`config.mk`:
```
export PLATFORM = sky130hd
export DESIGN_NAME = yjk_to_rgb_decode_unit
export DESIGN_NICKNAME = d
export VERILOG_FILES = /design/src/rtl/yjkdec_pkg.sv /design/src/rtl/yjkdec_lane.sv /design/src/rtl/yjkdec_merge.sv /design/src/rtl/yjk_to_rgb_decode_unit.sv
export SDC_FILE = /design/constraint.sdc
export NUM_CORES = 1
export LEC_CHECK = 0
export ABC_AREA = 1
export BUFFER_PORTS_ARGS = -buffer_cell sky130_fd_sc_hd__buf_2
export CORE_AREA = 2 2 173 217
export CTS_CLUSTER_SIZE = 8
export DETAILED_ROUTE_END_ITERATION = 8
export DIE_AREA = 0 0 175 219
export GPL_ROUTABILITY_DRIVEN = 0
export GPL_TIMING_DRIVEN = 0
export PLACE_DENSITY = 0.6
export SLEW_MARGIN = 25
export SYNTH_ARGS = -nofsm -noshare
export SYNTH_HDL_FRONTEND = slang
export SYNTH_HIERARCHICAL = 1
export SYNTH_SLANG_ARGS = --single-unit
export TNS_END_PERCENT = 1
```
`constraint.sdc`:
```
create_clock -name i_clk -period 24.5 [get_ports i_clk]
set_input_delay 7.35 -clock i_clk [delete_from_list [all_inputs] [get_ports i_clk]]
set_output_delay 7.35 -clock i_clk [all_outputs]
set_load 0.05 [all_outputs]
```
`src/rtl/yjkdec_pkg.sv`:
```
// Shared types, constants and helper functions for the YJK to RGB decoder.
package yjkdec_pkg;

    localparam int NUM_LANES = 4;
    localparam int Y_W       = 5;
    localparam int CHROMA_W  = 6;
    localparam int CHAN_W    = 8;
    localparam int SUM_W     = 9;
    localparam int LUMA_MAX  = 31;

    typedef struct packed {
        logic [7:0] byte_zero;
        logic [7:0] byte_one;
        logic [7:0] byte_two;
        logic [7:0] byte_three;
    } t_yjk_in;

    typedef struct packed {
        logic [7:0] pix0_red;
        logic [7:0] pix0_green;
        logic [7:0] pix0_blue;
        logic [7:0] pix1_red;
        logic [7:0] pix1_green;
        logic [7:0] pix1_blue;
        logic [7:0] pix2_red;
        logic [7:0] pix2_green;
        logic [7:0] pix2_blue;
        logic [7:0] pix3_red;
        logic [7:0] pix3_green;
        logic [7:0] pix3_blue;
    } t_rgb_out;

    typedef struct packed {
        logic [CHAN_W-1:0] red;
        logic [CHAN_W-1:0] green;
        logic [CHAN_W-1:0] blue;
    } t_pix;

    // floor(v * 255 / 31) for v in 0..31
    localparam logic [CHAN_W-1:0] EXPAND_LUT [32] = '{
        8'd0,   8'd8,   8'd16,  8'd24,  8'd32,  8'd41,  8'd49,  8'd57,
        8'd65,  8'd74,  8'd82,  8'd90,  8'd98,  8'd106, 8'd115, 8'd123,
        8'd131, 8'd139, 8'd148, 8'd156, 8'd164, 8'd172, 8'd180, 8'd189,
        8'd197, 8'd205, 8'd213, 8'd222, 8'd230, 8'd238, 8'd246, 8'd255
    };

    // Saturate a signed channel sum to 0..31.
    function automatic logic [Y_W-1:0] clamp5(input logic signed [SUM_W-1:0] v);
        logic [Y_W-1:0] res;
        if (v[SUM_W-1]) begin
            res = '0;
        end else if (v > SUM_W'(LUMA_MAX)) begin
            res = Y_W'(LUMA_MAX);
        end else begin
            res = v[Y_W-1:0];
        end
        return res;
    endfunction

endpackage

```
`src/rtl/yjkdec_lane.sv`:
```
// One pixel lane: luma plus shared chroma to clamped, expanded RGB.
module yjkdec_lane (
    input  logic [yjkdec_pkg::Y_W-1:0]      i_luma,
    input  logic [yjkdec_pkg::CHROMA_W-1:0] i_chroma_j,
    input  logic [yjkdec_pkg::CHROMA_W-1:0] i_chroma_k,
    output yjkdec_pkg::t_pix                o_pix
);
    import yjkdec_pkg::*;

    logic signed [SUM_W-1:0] y_s;
    logic signed [SUM_W-1:0] j_s;
    logic signed [SUM_W-1:0] k_s;
    logic signed [SUM_W-1:0] j_adj;
    logic signed [SUM_W-1:0] k_adj;
    logic signed [SUM_W-1:0] j_half;
    logic signed [SUM_W-1:0] k_quarter;
    logic [7:0]              y_times5;
    logic signed [SUM_W-1:0] red_sum;
    logic signed [SUM_W-1:0] green_sum;
    logic signed [SUM_W-1:0] blue_sum;

    always_comb begin
        y_s      = $signed({{(SUM_W-Y_W){1'b0}}, i_luma});
        j_s      = $signed({{(SUM_W-CHROMA_W){i_chroma_j[CHROMA_W-1]}}, i_chroma_j});
        k_s      = $signed({{(SUM_W-CHROMA_W){i_chroma_k[CHROMA_W-1]}}, i_chroma_k});
        y_times5 = {1'b0, i_luma, 2'b00} + {3'b000, i_luma};
        // bias negatives so the arithmetic shift truncates toward zero
        j_adj     = j_s + $signed({{(SUM_W-1){1'b0}}, i_chroma_j[CHROMA_W-1]});
        k_adj     = k_s + $signed({{(SUM_W-2){1'b0}}, {2{i_chroma_k[CHROMA_W-1]}}});
        j_half    = j_adj >>> 1;
        k_quarter = k_adj >>> 2;
        red_sum   = y_s + j_s;
        green_sum = y_s + k_s;
        blue_sum  = $signed({3'b000, y_times5[7:2]}) - j_half - k_quarter;
        o_pix.red   = EXPAND_LUT[clamp5(red_sum)];
        o_pix.green = EXPAND_LUT[clamp5(green_sum)];
        o_pix.blue  = EXPAND_LUT[clamp5(blue_sum)];
    end

endmodule

```
`src/rtl/yjkdec_merge.sv`:
```
// Merge stage: packs lane results into one group, output register plus skid entry.
module yjkdec_merge (
    input  logic                 i_clk,
    input  logic                 i_rst_n,
    input  logic                 i_valid,
    output logic                 o_ready,
    input  yjkdec_pkg::t_pix     i_lanes [yjkdec_pkg::NUM_LANES],
    output logic                 o_valid,
    input  logic                 i_ready,
    output yjkdec_pkg::t_rgb_out o_data
);
    import yjkdec_pkg::*;

    t_rgb_out packed_in;
    logic     in_xfer;

    logic     r_out_valid, n_out_valid;
    t_rgb_out r_out_data,  n_out_data;
    logic     r_skid_valid, n_skid_valid;
    t_rgb_out r_skid_data,  n_skid_data;

    always_comb begin
        packed_in.pix0_red   = i_lanes[0].red;
        packed_in.pix0_green = i_lanes[0].green;
        packed_in.pix0_blue  = i_lanes[0].blue;
        packed_in.pix1_red   = i_lanes[1].red;
        packed_in.pix1_green = i_lanes[1].green;
        packed_in.pix1_blue  = i_lanes[1].blue;
        packed_in.pix2_red   = i_lanes[2].red;
        packed_in.pix2_green = i_lanes[2].green;
        packed_in.pix2_blue  = i_lanes[2].blue;
        packed_in.pix3_red   = i_lanes[3].red;
        packed_in.pix3_green = i_lanes[3].green;
        packed_in.pix3_blue  = i_lanes[3].blue;
    end

    assign o_ready = !r_skid_valid;
    assign in_xfer = i_valid && o_ready;
    assign o_valid = r_out_valid;
    assign o_data  = r_out_data;

    always_comb begin
        n_out_valid  = r_out_valid;
        n_out_data   = r_out_data;
        n_skid_valid = r_skid_valid;
        n_skid_data  = r_skid_data;
        if (!r_out_valid || i_ready) begin
            if (r_skid_valid) begin
                // drain the skid entry first; input is held off meanwhile
                n_out_valid  = 1'b1;
                n_out_data   = r_skid_data;
                n_skid_valid = 1'b0;
            end else begin
                n_out_valid = in_xfer;
                n_out_data  = packed_in;
            end
        end else if (in_xfer) begin
            // output stalled: park the new transfer
            n_skid_valid = 1'b1;
            n_skid_data  = packed_in;
        end
    end

    always_ff @(posedge i_clk) begin
        if (!i_rst_n) begin
            r_out_valid  <= 1'b0;
            r_skid_valid <= 1'b0;
        end else begin
            r_out_valid  <= n_out_valid;
            r_skid_valid <= n_skid_valid;
        end
        r_out_data  <= n_out_data;
        r_skid_data <= n_skid_data;
    end

    a_skid_needs_out: assert property (@(posedge i_clk) disable iff (!i_rst_n)
        r_skid_valid |-> r_out_valid)
        else $error("skid entry held while output register empty");

    a_stall_parks: assert property (@(posedge i_clk) disable iff (!i_rst_n)
        (in_xfer && r_out_valid && !i_ready) |=> r_skid_valid)
        else $error("transfer during output stall not parked");

    a_skid_drains: assert property (@(posedge i_clk) disable iff (!i_rst_n)
        (r_skid_valid && i_ready) |=> (r_out_valid && !r_skid_valid))
        else $error("skid entry did not move to output");

    a_skid_data_moves: assert property (@(posedge i_clk) disable iff (!i_rst_n)
        (r_skid_valid && i_ready) |=> (r_out_data == $past(r_skid_data)))
        else $error("output did not take skid data");

endmodule

```
`src/rtl/yjk_to_rgb_decode_unit.sv`:
```
// Top level of the YJK to RGB decoder: chroma extraction, four pixel lanes, merge stage.
//
// Decodes one group of four YJK bytes into four 8-bit RGB pixels. A new group is taken
// every clock cycle while o_ready is high; results are registered (skid entry on a stall).
// All four pixel lanes run side by side, so throughput is set only by the output
// register: a two-entry output buffer (register plus skid entry) keeps o_ready
// registered and still takes a group while the previous result waits downstream.
// o_ready falls only after the downstream side has stalled with both entries full.
module yjk_to_rgb_decode_unit (
    input  logic                 i_clk,
    input  logic                 i_rst_n,
    input  logic                 i_valid,
    output logic                 o_ready,
    input  yjkdec_pkg::t_yjk_in  i_data,
    output logic                 o_valid,
    input  logic                 i_ready,
    output yjkdec_pkg::t_rgb_out o_data
);
    import yjkdec_pkg::*;

    logic [CHROMA_W-1:0] chroma_j;
    logic [CHROMA_W-1:0] chroma_k;
    logic [Y_W-1:0]      luma [NUM_LANES];
    t_pix                lane_pix [NUM_LANES];

    assign chroma_k = {i_data.byte_one[2:0],   i_data.byte_zero[2:0]};
    assign chroma_j = {i_data.byte_three[2:0], i_data.byte_two[2:0]};

    assign luma[0] = i_data.byte_zero[7:3];
    assign luma[1] = i_data.byte_one[7:3];
    assign luma[2] = i_data.byte_two[7:3];
    assign luma[3] = i_data.byte_three[7:3];

    for (genvar g = 0; g < NUM_LANES; g++) begin : g_lane
        yjkdec_lane u_lane (
            .i_luma     (luma[g]),
            .i_chroma_j (chroma_j),
            .i_chroma_k (chroma_k),
            .o_pix      (lane_pix[g])
        );
    end

    yjkdec_merge u_merge (
        .i_clk   (i_clk),
        .i_rst_n (i_rst_n),
        .i_valid (i_valid),
        .o_ready (o_ready),
        .i_lanes (lane_pix),
        .o_valid (o_valid),
        .i_ready (i_ready),
        .o_data  (o_data)
    );

endmodule
```
==> flow_metrics.tcl, run 1 <==
set metrics [dict create \
    status "completed" \
    clk_pin_slew_ns 0.07 \
    cts_max_level 4 \
    ys_seq_area_frac 0.404 \
    dieArea_um2 38300 \
    cpMaxStageDelayCell "o21ai_0" \
    drive_above_1_share 0.170 \
    slew_headroom 0.524 \
    r2r_setup_slack_ns 22.16 \
    drtPass1Iterations 5 \
    antenna_found_initial 2 \
    total_power_mw 1.48 \
    cp-startpoint "i_data[2]" \
    p_leak_nw 8.07 \
    track_usage 0.178 \
    placed_area_um2 15800 \
    pwr-share-clk 0.187 \
    die_h_um 219 \
    seqPwrFrac 0.318 \
    dp_hpwl_um 25000 \
    endpoint_kind "register" \
    drc 0 \
    pin_count 134 \
    wire_per_inst_um 13.9 \
    yosysWarnings 6 \
    worst_slew_pin_slew_ns 0.707 \
    p_sw_mw 0.668 \
    r2r-start "u_merge/r_skid_valid" \
    drv_slew 0 \
    r2r_end "u_merge/r_skid_data[33]" \
    num_rows 78 \
    core_area_um2 36200 \
    grt_remaining_overflow 0 \
    power.share.combinational 0.495 \
    crit_required_ns 24.70 \
    switching_share 0.452 \
    nNetsFinal 2031 \
    rsz0062_at_grt "false" \
    grt_pass1_wl_um 54300 \
    fin_crit_sh 0.448 \
    final_area_um2 16400 \
    cts_setup_buffers 0 \
    syn_area_um2 14400 \
    cp-start-kind "input pin" \
    clock_path_buffers 2 \
    routed_via_density 4.82 \
    synth_edf_count 192 \
    cp_max_fo 16 \
    min_path_type "register to register" \
    cts_hold_buf 0 \
    start_util 0.397 \
    setup_ws_ns 13.52 \
    setup_viol 0 \
    io_buffers 133 \
    final_common_cell "nand2_1" \
    cts_buffers 17 \
    ir_worst_vdd_mv 0.0541 \
    holdPathEnd "u_merge/o_data[58]" \
    synth_cell_types 40 \
    grt_pass1_vias 11100 \
    area_growth_pct 13.9 \
    min_path_cells 2 \
    p_int_mw 0.809 \
    critPathTopFamily "simple AND/OR/NAND/NOR gates" \
    syn_inst 1702 \
    drt-total-wl_um 32700 \
    finalHoldViolCount 0 \
    ys.flop_type "edfxtp_1" \
    post-place-ws_ns 13.07 \
    cts_tree "done" \
    most-common-layout-cells "579 x nand2_1, 218 x inv_1, 192 x edfxtp_1" \
    period_needed_ns 10.98 \
    root_buffer "clkbuf_16" \
    synth_seq_cells 194 \
    clkLatencyLatePin_ns 0.45 \
    clock_sinks 194 \
    num_vias 11400 \
    max_cap_viol_count 0 \
    finClkSkew_ns 0.00795 \
    synth_nets 1874 \
    cp_data_arrival_time_ns 11.18 \
    tns_ns 0 \
    crit_top_cell "nand2_1" \
    critPathKind "input pin to register" \
    ys_async_sr_fraction 0 \
    p_per_area_nw_per_um2 90.2 \
    grt_start_max_net_pins 55 \
    reg2reg_depth 8 \
    syn_avg_cell_area_um2 8.45 \
    ant_nets 0 \
    max_stage_delay_ns 0.60 \
    cts_resized 0 \
    drt_iter0_drc 640 \
    path_buf_inv 4 \
    die_width_um 175 \
    min_from "u_merge/r_skid_data[58]" \
    fmax_mhz 91.1 \
]
[how the worst max path moves through the flow]
stage                                   end  slack, ns  depth (start not counted)
global route              u_merge/o_data[0]      13.09                         25
finish                    u_merge/o_data[0]      13.52                         25
floorplan            u_merge/r_skid_data[0]      10.11                          3
global placement    u_merge/r_skid_data[31]       5.95                          4
detailed placement        u_merge/o_data[0]      13.07                         25
CTS                       u_merge/o_data[0]      13.54                         25
[state kept, by name (all words and copies together) (netlist names)]
| name | cells |
|---|---|
| u_merge/o_data | 96 |
| u_merge/o_valid | 1 |
| u_merge/r_skid_data | 96 |
| u_merge/r_skid_valid | 1 |
[synthesized netlist by cell type (2+ instances only)]
master / n / area [µm²]
xor2_1: 36 / 315
nor3_1: 6 / 30.0
nand4_2: 4 / 50.1
nor2_2: 2 / 12.5
clkinv_1: 3 / 11.3
nand2_1: 580 / 2180
nand2_2: 37 / 231
fa_1: 40 / 801
or2_2: 4 / 25.0
buf_4: 5 / 37.5
o21ai_1: 17 / 85.1
nand4_1: 27 / 169
nand3_4: 5 / 87.6
buf_6: 2 / 22.5
xnor2_1: 34 / 298
buf_2: 14 / 70.1
a21oi_2: 6 / 52.6
or2_1: 6 / 37.5
nand3b_1: 12 / 90.1
inv_1: 218 / 818
inv_2: 28 / 105
nand2_8: 3 / 60.1
a21oi_1: 70 / 350
o21ai_2: 4 / 35.0
nand3_1: 120 / 601
o21ai_0: 10 / 50.1
dfxtp_1: 2 / 40.0
a31o_2: 4 / 35.0
a31oi_1: 9 / 56.3
edfxtp_1: 192 / 5770
nand3_2: 20 / 200
nor2_1: 68 / 255
ha_1: 96 / 1200
a211o_1: 6 / 52.6
nand2_4: 7 / 78.8
[cell families after synthesis]
logic type	share of synthesized area
AOI/OAI and AO/OA	0.0499
xor gates and xnor gates	0.0446
adders and majority gates	0.139
buffers and inverters	0.0748
DFF	0.404
and+or+nand+nor	0.288
[routing by layer]
metal | global-route usage | routed length (µm) | vias to the layer above
met5 | 0 | 0 | -
met4 | 0.0628 | 550 | 0
met3 | 0.0187 | 980 | 25
met2 | 0.320 | 16400 | 205
met1 | 0.220 | 14700 | 5268
li1 | - | - | 5856
[power groups by stage]
stage	clock network, mW	registers, mW	logic [mW]
floorplan	0	0.660	0.404
global placement	0	0.481	0.722
detailed placement	0	0.479	0.733
CTS	0.284	0.472	0.736
global route	0.294	0.476	0.816
finish	0.276	0.470	0.731
[worst reg2reg max path, cell delays in order (launching register included)]
cell	delay [ns]
dfxtp_1	0.31
buf_4	0.19
inv_4	0.18
buf_6	0.21
nand2_1	0.11
nor2_4	0.40
buf_16	0.23
buf_16	0.19
buf_16	0.20
[stage by stage]
| step | hold WS, ns | instances | utilization |
|---|---|---|---|
| floorplan | 0.494 | 1702 | - |
| detailed placement | 0.502 | 2320 | 0.436 |
| global route | 0.533 | 2354 | 0.452 |
| CTS | 0.517 | 2352 | 0.452 |
| global placement | 0.495 | 2315 | 0.432 |
| finish | 0.515 | 2354 | 0.452 |
[layout make-up]
type | count | area (µm²)
flip-flops and latches | 194 | 5810
well taps | 480 | 601
diodes | 2 | 5.00
plain buffers | 21 | 130
clock buffers | 17 | 425
repair buffers | 138 | 796
multi-input cells | 1236 | 7510
inverters | 251 | 946
fillers | 3545 | 19800
clock inverters | 15 | 151
Power figures use the tool's default switching activity.
==> run 2, diff against run 1 <==
ABC_AREA = 0   (was 1)
CORE_AREA = 2 2 170 214   (was 2 2 173 217)
DIE_AREA = 0 0 172 216   (was 0 0 175 219)
PLACE_DENSITY = 0.62   (was 0.6)
clock period = 9.75 ns   (was 24.5 ns; I/O delays follow)
==> run 2 against run 1 <==
  * Total power up 140%
  * First-iteration DRC count up 3.0%
  * Design area down 2.7%
  * Register-to-register slack worse by 15 ns
  * Sequential power up 140%
  * Clock skew up 0.0027 ns
  * Critical path depth down 8
  * Sequential share of layout area up 0.99 points
  * Cell count down 20%
  * Largest power group unchanged
  * Highest routed layer is now met5
==> flow_metrics.tcl, run 2 <==
set metrics [dict create \
    num_vias 10000 \
    synth_edf_count 192 \
    ys_async_sr_fraction 0 \
    cts_tree "done" \
    antenna_found_initial 4 \
    diodes 0 \
    endpoint_kind "register" \
    finalHoldViolCount 0 \
    synth_top_area_cell "edfxtp_1" \
    drtPass1Iterations 5 \
    fin_crit_sh 0.777 \
    cp_max_fo 22 \
    ys.flop_type "edfxtp_1" \
    critPathKind "input pin to register" \
    ir_worst_vdd_mv 0.117 \
    drv_slew 0 \
    nNetsFinal 1565 \
    yosysWarnings 6 \
    cp_data_arrival_time_ns 7.79 \
    clock_sinks 194 \
    final_common_cell "edfxtp_1" \
    total_power_mw 3.59 \
    core_area_um2 35100 \
    wire_per_inst_um 16.7 \
    power.share.combinational 0.468 \
    finClkSkew_ns 0.0106 \
    dp_hpwl_um 23400 \
    multi_input_area_um2 7560 \
    drc 0 \
    worst_slew_pin_slew_ns 0.827 \
    grt_pass1_wl_um 50900 \
    switching_share 0.410 \
    track_usage 0.174 \
    cts_hold_buf 0 \
    grt_remaining_overflow 0 \
    start_util 0.396 \
    seqCellArea_um2 5810 \
    fmax_mhz 132 \
    clock_path_buffers 2 \
    cts_max_level 4 \
    synth_cell_types 92 \
    grt_pass1_vias 9994 \
    dieArea_um2 37200 \
    yosys-top-cells-area "edfxtp_1 41%, ha_1 8.6%, mux2_2 7.3%" \
    syn_avg_cell_area_um2 11.3 \
    root_buffer "clkbuf_16" \
    syn_area_um2 13900 \
    min_path_type "register to register" \
    ant_nets 0 \
    seqPwrFrac 0.319 \
    most-common-layout-cells "192 x edfxtp_1, 141 x buf_2, 106 x inv_1" \
    drive_above_1_share 0.228 \
    p_per_area_nw_per_um2 225 \
    rsz0062_at_grt "false" \
    cts_buffers 17 \
    routed_via_density 5.33 \
    status "completed" \
    crit_required_ns 9.97 \
    clk_pin_slew_ns 0.07 \
    area_growth_pct 14.6 \
    syn_inst 1232 \
    synth_seq_cells 194 \
    final_util 0.454 \
    die_width_um 172 \
    die_h_um 216 \
    ys_seq_area_frac 0.418 \
    p_leak_nw 6.49 \
    synth_nets 1404 \
    pwr-share-clk 0.213 \
    period_needed_ns 7.57 \
    synth.most_common_cell "edfxtp_1" \
    max_cap_viol_count 0 \
    p_int_mw 2.11 \
    cts_resized 0 \
    p_sw_mw 1.47 \
    drt-total-wl_um 31300 \
    cts_setup_buffers 0 \
    clkLatencyLatePin_ns 0.46 \
    setup_viol 0 \
    ys_top_cells_by_count "192 x edfxtp_1, 106 x inv_1, 96 x ha_1, 90 x mux2_2, 88 x a21oi_1" \
    pin_count 134 \
    io_buffers 133 \
    drt_iter0_drc 659 \
    num_rows 77 \
    grt_start_max_net_pins 39 \
    slew_headroom 0.445 \
    fill_cells 3327 \
    cp-start-kind "input pin" \
    synth_top_area_frac 0.415 \
]
==> run 2: cell count changes after synthesis, sizes merged, moves of 16 or more <==
cell    delta
inv      -141
nand4     -23
and2      +16
a211oi    +20
mux2      +97
nand2    -574
nor2b     +18
nand3    -119
a21o      +28
==> run 2: metal layers <==
metal,track usage,part of all wire,vias up
li1,-,-,4942
met1,0.215,0.43,4836
met2,0.300,0.50,190
met3,0.0378,0.041,47
met4,0.0588,0.023,8
met5,0,0.0015,-
==> run 2: cells by family (layout without fill, tap and decap cells) <==
group                      after synthesis  in the layout  synth area share
muxes                                  102            102            0.0841
adders and majority gates              144            144             0.150
and+or+nand+nor                        263            263            0.0963
xor gates and xnor gates                85             85            0.0536
DFF                                    194            194             0.418
buffers and inverters                  129            303            0.0395
AOI/OAI and AO/OA                      315            315             0.159
==> run 2: cell type report <==
type                    instances  share of cell area
clock inverters                14              0.0125
well taps                     474              0.0372
repair buffers                142              0.0497
clock buffers                  18              0.0269
plain buffers                  23             0.00951
flip-flops and latches        194               0.365
inverters                     106              0.0250
multi-input cells             909               0.475
==> run 2: power by group through the flow <==
stage | Sequential [mW] | Combinational [mW] | Clock (mW)
finish | 1.14 | 1.68 | 0.765
global route | 1.16 | 1.84 | 0.820
CTS | 1.15 | 1.69 | 0.791
detailed placement | 1.16 | 1.67 | 0
global placement | 1.17 | 1.65 | 0
floorplan | 1.57 | 0.924 | 0
==> run 2: path summary, 6_finish.rpt <==
path	end	from	depth (start not counted)	slack, ns
worst max register to register	u_merge/r_skid_data[59]	u_merge/o_valid	6	7.18
worst max-delay path	u_merge/o_data[49]	i_data[18]	17	2.18
worst min-delay path	u_merge/o_data[15]	u_merge/r_skid_data[15]	1	0.55
worst min register to register	u_merge/o_data[15]	u_merge/r_skid_data[15]	1	0.55
==> run 2: metrics by stage <==
step,setup TNS (ns),std cells,hold WS (ns),area (µm²),setup WS (ns)
finish,0,1880,0.546,15900,2.18
global route,0,1880,0.561,15900,1.92
CTS,0,1880,0.549,15900,2.16
detailed placement,0,1848,0.531,15300,1.66
global placement,-83.71,1839,0.528,15200,-0.884
floorplan,0,1232,0.523,13900,1.77
==> run 2: critical path, cell delays in order <==
cell and delay, ns:
buf_2 0.47, ha_1 0.34, a31oi_1 0.24, nor2b_1 0.13, nand3_1 0.14, nand2_1 0.18, fa_1 0.58, inv_1 0.04
ha_1 0.41, nor4b_1 0.20, a2111oi_2 0.28, o311ai_1 0.21, or2_4 0.30, or3_4 0.40, a2111o_1 0.28, a221o_1 0.39
mux2_2 0.27
